File: src/sv/rffg_pkg.sv
// Shared types and constants for the RGB fade frame generator.
// No dependencies; imported by rgb_fade_frame_generator.
`default_nettype none

package rffg_pkg;

    // Request kind carried in the input tuser
    localparam int REQ_W   = 3;
    // Delay field width (ticks to wait after a frame)
    localparam int DELAY_W = 8;
    // Number of color lanes (red, green, blue)
    localparam int LANES   = 3;

    typedef enum logic [REQ_W-1:0] {
        REQ_TICK       = 3'd0,
        REQ_SET        = 3'd1,
        REQ_FADE_IN    = 3'd2,
        REQ_FADE_OUT   = 3'd3,
        REQ_FADE_INOUT = 3'd4,
        REQ_FADE_TO    = 3'd5
    } t_req;

    // Result status carried in the output tuser
    localparam logic STAT_FRAME = 1'b0;
    localparam logic STAT_BUSY  = 1'b1;

endpackage

`default_nettype wire

File: src/sv/rgb_fade_frame_generator.sv
// Whole-strip RGB fade frame generator: one module with bit-serial multiply/divide lanes.
// Depends on rffg_pkg (request codes, status codes, field widths).
//
//  channel  | direction | tdata (low bit up)                         | tuser    | tlast
//  ---------+-----------+--------------------------------------------+----------+-----------
//  s_axis   | in        | red, green, blue, step_count, delay_ticks  | req_type | -
//  m_axis   | out       | red_out, green_out, blue_out               | status   | last_frame
//
// After accept, a frame passes through one shift-add multiply pass over the STEP_BITS
// multiplier bits, one restoring divide pass over COLOR_BITS + STEP_BITS quotient bits and a
// load into the output register, three lanes side by side; the next word can be taken in the
// cycle after that load at the earliest.
// Ticks that cause no frame, rejections and set-color words are done on accept, with no lane pass.
// Reset is synchronous, active low, and clears all control state.
// The output register holds a word while the sink stalls; input waits only while a frame
// is being computed or while the output register is full and not being drained.
`default_nettype none

module rgb_fade_frame_generator #(
    parameter int COLOR_BITS = 8,
    parameter int STEP_BITS  = 8
) (
    input  wire logic                             i_clk,
    input  wire logic                             i_rst_n,
    // slave side
    input  wire logic                             i_s_axis_tvalid,
    output logic                                  o_s_axis_tready,
    // tdata: red_in, green_in, blue_in, step_count, delay_ticks, zero fill
    input  wire logic [((3*COLOR_BITS+STEP_BITS+rffg_pkg::DELAY_W+7)/8)*8-1:0]
                                                  i_s_axis_tdata,
    // tuser: req_type
    input  wire logic [rffg_pkg::REQ_W-1:0]       i_s_axis_tuser,
    // master side
    output logic                                  o_m_axis_tvalid,
    input  wire logic                             i_m_axis_tready,
    // tdata: red_out, green_out, blue_out, zero fill
    output logic [((3*COLOR_BITS+7)/8)*8-1:0]     o_m_axis_tdata,
    // tuser: status
    output logic                                  o_m_axis_tuser,
    output logic                                  o_m_axis_tlast
);
    import rffg_pkg::*;

    localparam int C     = COLOR_BITS;
    localparam int S     = STEP_BITS;
    localparam int W     = C + S;
    localparam int CNT_W = $clog2(W);
    localparam int ODW   = ((3*C+7)/8)*8;

    typedef enum logic [1:0] {
        ST_IDLE,
        ST_MUL,
        ST_DIV,
        ST_PUT
    } t_state;

    t_state               r_state;
    logic [CNT_W-1:0]     r_cnt;

    // effect state
    logic [C-1:0]         r_stored [LANES];
    logic [C-1:0]         r_start  [LANES];
    logic [C-1:0]         r_end    [LANES];
    logic                 r_active;
    logic                 r_inout;
    logic                 r_second;
    logic                 r_busy;
    logic [S-1:0]         r_steps;
    logic [S-1:0]         r_frame;
    logic [DELAY_W-1:0]   r_delay;
    logic [DELAY_W-1:0]   r_tick_left;

    // arithmetic lanes
    logic [S-1:0]         r_mk;
    logic [S-1:0]         r_msk;
    logic [W-1:0]         r_acc    [LANES];
    logic [S-1:0]         r_rem    [LANES];

    // output register
    logic                 r_ovalid;
    logic                 r_ostatus;
    logic                 r_olast;
    logic [C-1:0]         r_ocolor [LANES];

    logic                 out_free;
    logic                 out_load;
    logic                 accept;
    t_req                 req;
    logic [C-1:0]         in_color [LANES];
    logic [S-1:0]         in_steps;
    logic [DELAY_W-1:0]   in_delay;
    logic [C:0]           add_v    [LANES];
    logic [W-1:0]         n_mul    [LANES];
    logic [S:0]           trial    [LANES];
    logic                 ge       [LANES];
    logic [S-1:0]         n_rem    [LANES];
    logic                 frame_end;

    // Unpack the input word
    assign req         = t_req'(i_s_axis_tuser);
    assign in_color[0] = i_s_axis_tdata[C-1:0];
    assign in_color[1] = i_s_axis_tdata[2*C-1:C];
    assign in_color[2] = i_s_axis_tdata[3*C-1:2*C];
    assign in_steps    = i_s_axis_tdata[3*C+S-1:3*C];
    assign in_delay    = i_s_axis_tdata[3*C+S+DELAY_W-1:3*C+S];

    // Handshakes
    assign out_free        = !r_ovalid || i_m_axis_tready;
    assign o_s_axis_tready = (r_state == ST_IDLE) && out_free;
    assign accept          = i_s_axis_tvalid && o_s_axis_tready;
    assign frame_end       = (r_frame >= r_steps);

    // Load the output register on a rejection, a set color or a finished frame
    assign out_load = (accept && (req != REQ_TICK) && (req <= REQ_FADE_TO)
                       && (r_busy || (req == REQ_SET)))
                    || ((r_state == ST_PUT) && out_free);

    // One multiply bit and one divide bit per lane per cycle
    always_comb begin
        for (int l = 0; l < LANES; l++) begin
            add_v[l] = (r_msk[S-1] ? {1'b0, r_start[l]} : '0)
                     + (r_mk[S-1]  ? {1'b0, r_end[l]}   : '0);
            n_mul[l] = {r_acc[l][W-2:0], 1'b0} + W'(add_v[l]);
            trial[l] = {r_rem[l], r_acc[l][W-1]};
            ge[l]    = (trial[l] >= {1'b0, r_steps});
            n_rem[l] = ge[l] ? S'(trial[l] - {1'b0, r_steps}) : trial[l][S-1:0];
        end
    end

    // Sequencer, effect state and output register
    always_ff @(posedge i_clk) begin
        if (!i_rst_n) begin
            r_state     <= ST_IDLE;
            r_cnt       <= '0;
            r_active    <= 1'b0;
            r_inout     <= 1'b0;
            r_second    <= 1'b0;
            r_busy      <= 1'b0;
            r_steps     <= '0;
            r_frame     <= '0;
            r_delay     <= '0;
            r_tick_left <= '0;
            r_ovalid    <= 1'b0;
            for (int l = 0; l < LANES; l++) begin
                r_stored[l] <= '0;
                r_start[l]  <= '0;
                r_end[l]    <= '0;
            end
        end else begin
            // drain the output register
            if (i_m_axis_tready && !out_load) begin
                r_ovalid <= 1'b0;
            end
            case (r_state)
                ST_IDLE: begin
                    if (accept) begin
                        case (req)
                            REQ_TICK: begin
                                if (r_busy) begin
                                    if (r_tick_left > DELAY_W'(1)) begin
                                        r_tick_left <= r_tick_left - DELAY_W'(1);
                                    end else begin
                                        r_tick_left <= '0;
                                        if (!r_active) begin
                                            r_busy <= 1'b0;
                                        end else begin
                                            r_msk   <= r_steps - r_frame;
                                            r_mk    <= r_frame;
                                            r_cnt   <= CNT_W'(S-1);
                                            r_state <= ST_MUL;
                                            for (int l = 0; l < LANES; l++) begin
                                                r_acc[l] <= '0;
                                            end
                                        end
                                    end
                                end
                            end
                            REQ_SET, REQ_FADE_IN, REQ_FADE_OUT, REQ_FADE_INOUT,
                            REQ_FADE_TO: begin
                                if (r_busy) begin
                                    // reject: dark, not last
                                    r_ovalid  <= 1'b1;
                                    r_ostatus <= STAT_BUSY;
                                    r_olast   <= 1'b0;
                                    for (int l = 0; l < LANES; l++) begin
                                        r_ocolor[l] <= '0;
                                    end
                                end else if (req == REQ_SET) begin
                                    r_ovalid  <= 1'b1;
                                    r_ostatus <= STAT_FRAME;
                                    r_olast   <= 1'b1;
                                    for (int l = 0; l < LANES; l++) begin
                                        r_ocolor[l] <= in_color[l];
                                    end
                                end else begin
                                    for (int l = 0; l < LANES; l++) begin
                                        r_acc[l] <= '0;
                                        if (req == REQ_FADE_OUT) begin
                                            r_start[l] <= in_color[l];
                                            r_end[l]   <= '0;
                                        end else if (req == REQ_FADE_TO) begin
                                            r_start[l]  <= r_stored[l];
                                            r_end[l]    <= in_color[l];
                                            r_stored[l] <= in_color[l];
                                        end else begin
                                            r_start[l] <= '0;
                                            r_end[l]   <= in_color[l];
                                        end
                                    end
                                    r_steps  <= in_steps;
                                    r_delay  <= in_delay;
                                    r_frame  <= '0;
                                    r_second <= 1'b0;
                                    r_inout  <= (req == REQ_FADE_INOUT);
                                    r_active <= 1'b1;
                                    r_busy   <= 1'b1;
                                    r_msk    <= in_steps;
                                    r_mk     <= '0;
                                    r_cnt    <= CNT_W'(S-1);
                                    r_state  <= ST_MUL;
                                end
                            end
                            default: begin
                                // unknown request: drop
                            end
                        endcase
                    end
                end
                ST_MUL: begin
                    // numerator = start*(steps-k) + end*k, MSB first
                    for (int l = 0; l < LANES; l++) begin
                        r_acc[l] <= n_mul[l];
                        r_rem[l] <= '0;
                    end
                    r_mk  <= {r_mk[S-2:0], 1'b0};
                    r_msk <= {r_msk[S-2:0], 1'b0};
                    if (r_cnt == '0) begin
                        r_cnt   <= CNT_W'(W-1);
                        r_state <= ST_DIV;
                    end else begin
                        r_cnt <= r_cnt - CNT_W'(1);
                    end
                end
                ST_DIV: begin
                    // restoring divide by the step count, quotient shifts into the accumulator
                    for (int l = 0; l < LANES; l++) begin
                        r_acc[l] <= {r_acc[l][W-2:0], ge[l]};
                        r_rem[l] <= n_rem[l];
                    end
                    if (r_cnt == '0) begin
                        r_state <= ST_PUT;
                    end else begin
                        r_cnt <= r_cnt - CNT_W'(1);
                    end
                end
                ST_PUT: begin
                    if (out_free) begin
                        r_ovalid  <= 1'b1;
                        r_ostatus <= STAT_FRAME;
                        for (int l = 0; l < LANES; l++) begin
                            r_ocolor[l] <= (r_steps == '0) ? r_end[l] : r_acc[l][C-1:0];
                        end
                        // advance the sequence
                        if (frame_end) begin
                            if (r_inout && !r_second) begin
                                r_olast  <= 1'b0;
                                r_second <= 1'b1;
                                r_frame  <= '0;
                                for (int l = 0; l < LANES; l++) begin
                                    r_start[l] <= r_end[l];
                                    r_end[l]   <= '0;
                                end
                            end else begin
                                r_olast  <= 1'b1;
                                r_active <= 1'b0;
                            end
                        end else begin
                            r_olast <= 1'b0;
                            r_frame <= r_frame + S'(1);
                        end
                        r_tick_left <= (r_delay == '0) ? DELAY_W'(1) : r_delay;
                        r_state     <= ST_IDLE;
                    end
                end
                default: begin
                    r_state <= ST_IDLE;
                end
            endcase
        end
    end

    // Output word
    assign o_m_axis_tvalid = r_ovalid;
    assign o_m_axis_tdata  = ODW'({r_ocolor[2], r_ocolor[1], r_ocolor[0]});
    assign o_m_axis_tuser  = r_ostatus;
    assign o_m_axis_tlast  = r_olast;

`ifndef SYNTHESIS
    // An effect in progress always keeps the block busy
    assert property (@(posedge i_clk) disable iff (!i_rst_n) r_active |-> r_busy)
        else $error("effect active while not busy");

    // The frame index never runs past the step count
    assert property (@(posedge i_clk) disable iff (!i_rst_n) r_busy |-> (r_frame <= r_steps))
        else $error("frame index beyond step count");

    // A frame leaves the put state into a full output register
    assert property (@(posedge i_clk) disable iff (!i_rst_n)
        (r_state == ST_PUT) && out_free |=> (r_state == ST_IDLE) && r_ovalid)
        else $error("frame not loaded into output register");

    // A rejection carries a dark, non-final word
    assert property (@(posedge i_clk) disable iff (!i_rst_n)
        r_ovalid && (r_ostatus == STAT_BUSY) |-> (o_m_axis_tdata == '0) && !r_olast)
        else $error("rejection word not dark");

    // No input is taken while a frame is being computed
    assert property (@(posedge i_clk) disable iff (!i_rst_n)
        (r_state == ST_MUL) || (r_state == ST_DIV) |-> !o_s_axis_tready)
        else $error("input ready during computation");
`endif

endmodule

`default_nettype wire
File: config.mk
export PLATFORM = sky130hd
export DESIGN_NAME = rgb_fade_frame_generator
export DESIGN_NICKNAME = d
export VERILOG_FILES = /design/src/sv/rffg_pkg.sv /design/src/sv/rgb_fade_frame_generator.sv
export SDC_FILE = /design/constraint.sdc
export NUM_CORES = 1
export LEC_CHECK = 0
export ABC_AREA = 1
export BUFFER_PORTS_ARGS = -buffer_cell sky130_fd_sc_hd__buf_2
export CORE_UTILIZATION = 60
export DETAILED_ROUTE_END_ITERATION = 8
export GPL_TIMING_DRIVEN = 0
export PLACE_DENSITY_LB_ADDON = 0.25
export SYNTH_ARGS = -nofsm -noshare
export SYNTH_HDL_FRONTEND = slang
export SYNTH_SLANG_ARGS = --single-unit
export TNS_END_PERCENT = 30
File: constraint.sdc
create_clock -name i_clk -period 4.9 [get_ports i_clk]
set_input_delay 0.98 -clock i_clk [delete_from_list [all_inputs] [get_ports i_clk]]
set_output_delay 0.98 -clock i_clk [all_outputs]
set_load 0.01 [all_outputs]
==> results.txt <==
After the first detailed-routing iteration, the DRC count stood at 1214. Measured in cells, the most critical reg-to-reg path has a length of 11. STA classifies the critical path startpoint as a flip-flop. The detailed-routing iteration count for the pre-antenna-repair pass came out at 5. The total count of hold-check failures in the final report was 0. The critical path goes through inv_1 -> fa_1 -> inv_1 -> nand2_1 -> nand2_1 -> nand3_1 -> nand2_2 -> nand2_2 -> nand2_4 -> clkbuf_1 -> nand3_1.

The fraction of the mapped netlist area in compound gates came out at 13.6%. The wire length of the first global-routing pass came out at 60400 µm. The largest net degree at the start of global routing is 35. The total clock buffers created by CTS came out at 26.

The async set or reset register ratio after synthesis is 0%. In this run the deepest clock path goes through 3 buffers. The clock sink count came out at 229.

The number of placed I/O pins is 75. The post-CTS setup buffer count came out at 0. The number of endpoints failing setup at the final stage is 0. The via count of the first global-routing pass is 12500. Detailed placement ended at an HPWL of 27500 µm.

For the final routed database, the setup TNS stands at 0 ns. Among all flip-flop cells after synthesis, the most frequent one is sky130_fd_sc_hd__edfxtp_1. The remaining design rule violation count is 0. Among cell families on the critical path, the largest total delay comes from simple AND/OR/NAND/NOR gates. The detailed-route via count is 12800. The adder-cell area share of the yosys netlist came out at 9.94%.

The mux cell area share after synthesis came out at 0%. The simple-gate area share of the yosys netlist is 22.8%. The normalized max-slew margin came out at 24.9%. The number of vias per cell is 5.71.

The initial standard-cell utilization of the core is 61.4%. The die is 157 µm tall. TritonCTS built the clock tree. The number of enable flip-flop cells after synthesis is 170.

The area of the die came out at 0.0247 mm². The maximum VDD drop is 0.414 mV. The slowest stage of the critical path belongs to the cell sky130_fd_sc_hd__nand3_1.

The number of antenna diodes came out at 0. The number of rows in the core area is 56. The core region is 0.0235 mm². Setup repair after global routing left no endpoint under its margin.

The final worst clock skew came out at 0.0299 ns. The number of cells on the critical path is 11. The die width is 157 µm. The initial antenna violation count is 0. At the pin with the least slew margin, the transition time is 1.12 ns.

From synthesis to final layout, the design area changed by 11.8%. The fraction of synthesized cell area in xor and xnor cells is 1.45%. The worst hold margin is 0.457 ns.

The number of gates resized after CTS was 0. The clock-pin slew on the worst setup and hold paths is 0.06 ns. In the final layout, the multi-input gates occupy 0.00692 mm². The worst hold path was traced through 2 stages. The reported max-cap violation count came out at 0. The power density of the placed cells came out at 546 mW/mm².

After synthesis, the largest family of logic cells by area is simple AND/OR/NAND/NOR gates. Once routing completed, OpenROAD measured the worst setup slack at 1.19 ns. On the worst path, the slowest cell contributes a delay of 0.70 ns. The detail route stage leaves a number of antenna-violating nets equal to 0. Counting flops and latches in the post-synthesis netlist gives 229. The run finished with clean final reports.

The cell sitting at the root of the clock tree is a sky130_fd_sc_hd__clkbuf_16. Across the whole layout, storage elements account for 0.00629 mm². The total detailed-routing wirelength came out at 37400 µm.

The type of the worst setup path is reg -> reg. The synthesized area is 0.0145 mm². The worst setup path is captured at a flip-flop. The pre-CTS setup slack is 1.05 ns. The count of H-tree levels built during CTS came out at 1. The signal arrival time at the worst endpoint is 3.77 ns.

Summing the sequential cell areas from Yosys gives 43.5% of the chip area. After detailed routing, the average wire length per cell comes to 16.7 µm. The fraction of final layout cells with drive strength greater than 1 is 9.35%. The net count of the finished layout is 2051. The post-synthesis net count is 1946. The number of filler instances in the final layout came out at 1920. The total power came out at 8830 µW. The number of different library cells in the post-synthesis netlist is 46. The critical path contains buffers and inverters numbering 3 combined. During placement, the flow inserted port buffers numbering 73. The total leakage power is 0.00720 µW. The average cell area after synthesis is 8.03 µm². The total of hold buffers inserted after clock tree synthesis is 0. Timing would allow up to 270 MHz. The final critical delay including setup and external delays came out at 3.71 ns.

The placer congestion estimate came out at 0.905. Counting every instance in the synthesized netlist gives 1801. The number of synthesis warnings is 0. At the later pin of the worst-skew pair, clock insertion delay measures 0.55 ns. The required arrival time at the worst endpoint came out at 4.96 ns. The max-slew violation count was 0. The min-delay analysis places its worst path in the category reg -> reg. The top fanout value on the critical path is 16. Global routing finished with a remaining overflow of 0. The global-route usage over all layers is 30.9%. The share of the cycle needed by the critical path after routing is 75.6%.
[layout by cell type, fill, tap and decap left out, types with 7 or more instances in the layout]
cell / count
sky130_fd_sc_hd__a21oi_1: 125
sky130_fd_sc_hd__buf_2: 86
sky130_fd_sc_hd__clkbuf_1: 40
sky130_fd_sc_hd__clkbuf_16: 26
sky130_fd_sc_hd__dfxtp_1: 59
sky130_fd_sc_hd__edfxtp_1: 170
sky130_fd_sc_hd__fa_1: 28
sky130_fd_sc_hd__ha_1: 70
sky130_fd_sc_hd__inv_1: 261
sky130_fd_sc_hd__nand2_1: 388
sky130_fd_sc_hd__nand2_2: 7
sky130_fd_sc_hd__nand3_1: 115
sky130_fd_sc_hd__nand4_1: 24
sky130_fd_sc_hd__nor2_1: 192
sky130_fd_sc_hd__nor3_1: 16
sky130_fd_sc_hd__o21ai_0: 158
sky130_fd_sc_hd__o21bai_1: 7
sky130_fd_sc_hd__o22ai_1: 24
sky130_fd_sc_hd__o22ai_2: 9
sky130_fd_sc_hd__o31ai_1: 7
sky130_fd_sc_hd__xnor2_1: 11
sky130_fd_sc_hd__xor2_1: 13
[per-stage QoR]
step           std cells  area [µm²]  util [%]
2_1_floorplan       1801       14500         -
3_3_place_gp        2193       15200      64.6
3_5_place_dp        2197       15300      64.9
4_1_cts             2244       16200      68.6
5_1_grt             2244       16200      68.6
6_report            2244       16200      68.6
[tightest hold or removal path: stages (launching register included)]
cell                      delay, ns
sky130_fd_sc_hd__dfxtp_1       0.30
sky130_fd_sc_hd__inv_1         0.06
sky130_fd_sc_hd__a21oi_1       0.05
[layer usage]
metal  wire [µm]  track usage (%)
met5           0                0
met4        1260             11.7
met3        2770             3.58
met2       17700             53.1
met1       15700             39.9
[final timing paths]
| check | slack [ns] | end | startpoint |
|---|---|---|---|
| setup / recovery | 1.19 | r_start[0][8] | r_steps[1] |
| hold / removal | 0.46 | r_delay[0] | r_delay[0] |
| setup reg to reg | 1.19 | r_start[0][8] | r_steps[1] |
| hold reg to reg | 0.46 | r_delay[0] | r_delay[0] |
[synthesized netlist by cell type, drive strengths merged, types with 11 or more instances]
| cell type | count | share of area (%) |
|---|---|---|
| nand2 | 397 | 11 |
| nand4 | 25 | 1.1 |
| a21oi | 125 | 4.3 |
| ha | 70 | 6.1 |
| nor3 | 19 | 0.73 |
| edfxtp | 170 | 35 |
| inv | 267 | 6.9 |
| xnor2 | 11 | 0.67 |
| dfxtp | 59 | 8.2 |
| clkbuf | 35 | 0.91 |
| nand3 | 121 | 4.4 |
| o21ai | 159 | 5.5 |
| nor2 | 197 | 5.2 |
| o22ai | 33 | 1.8 |
| buf | 20 | 0.89 |
| xor2 | 13 | 0.79 |
| fa | 28 | 3.9 |
[report_power, final]
group / internal (µW) / switching, µW / total [µW]
Clock: 1230 / 806 / 2030
Combinational: 1270 / 2600 / 3870
Sequential: 2640 / 287 / 2930
[state kept, by name (all words and copies together), names as in the netlist, 24 cells and up]
register  flops
r_acc        48
r_end        24
r_ocolor     24
r_rem        24
r_start      24
r_stored     24
[layout make-up]
class,instances,area share [%]
multi-input cells,1250,42.8
flip-flops and latches,229,38.9
inverters,267,6.20
clock buffers,34,4.40
repair buffers,77,2.52
well taps,319,2.47
plain buffers,55,1.61
clock inverters,13,1.06
[logic make-up after synthesis]
family,Yosys count
xor+xnor,24
buf+inv,322
flops,229
compound gates,353
simple gates,775
fa+ha+maj,98
Power figures use the tool's default switching activity.
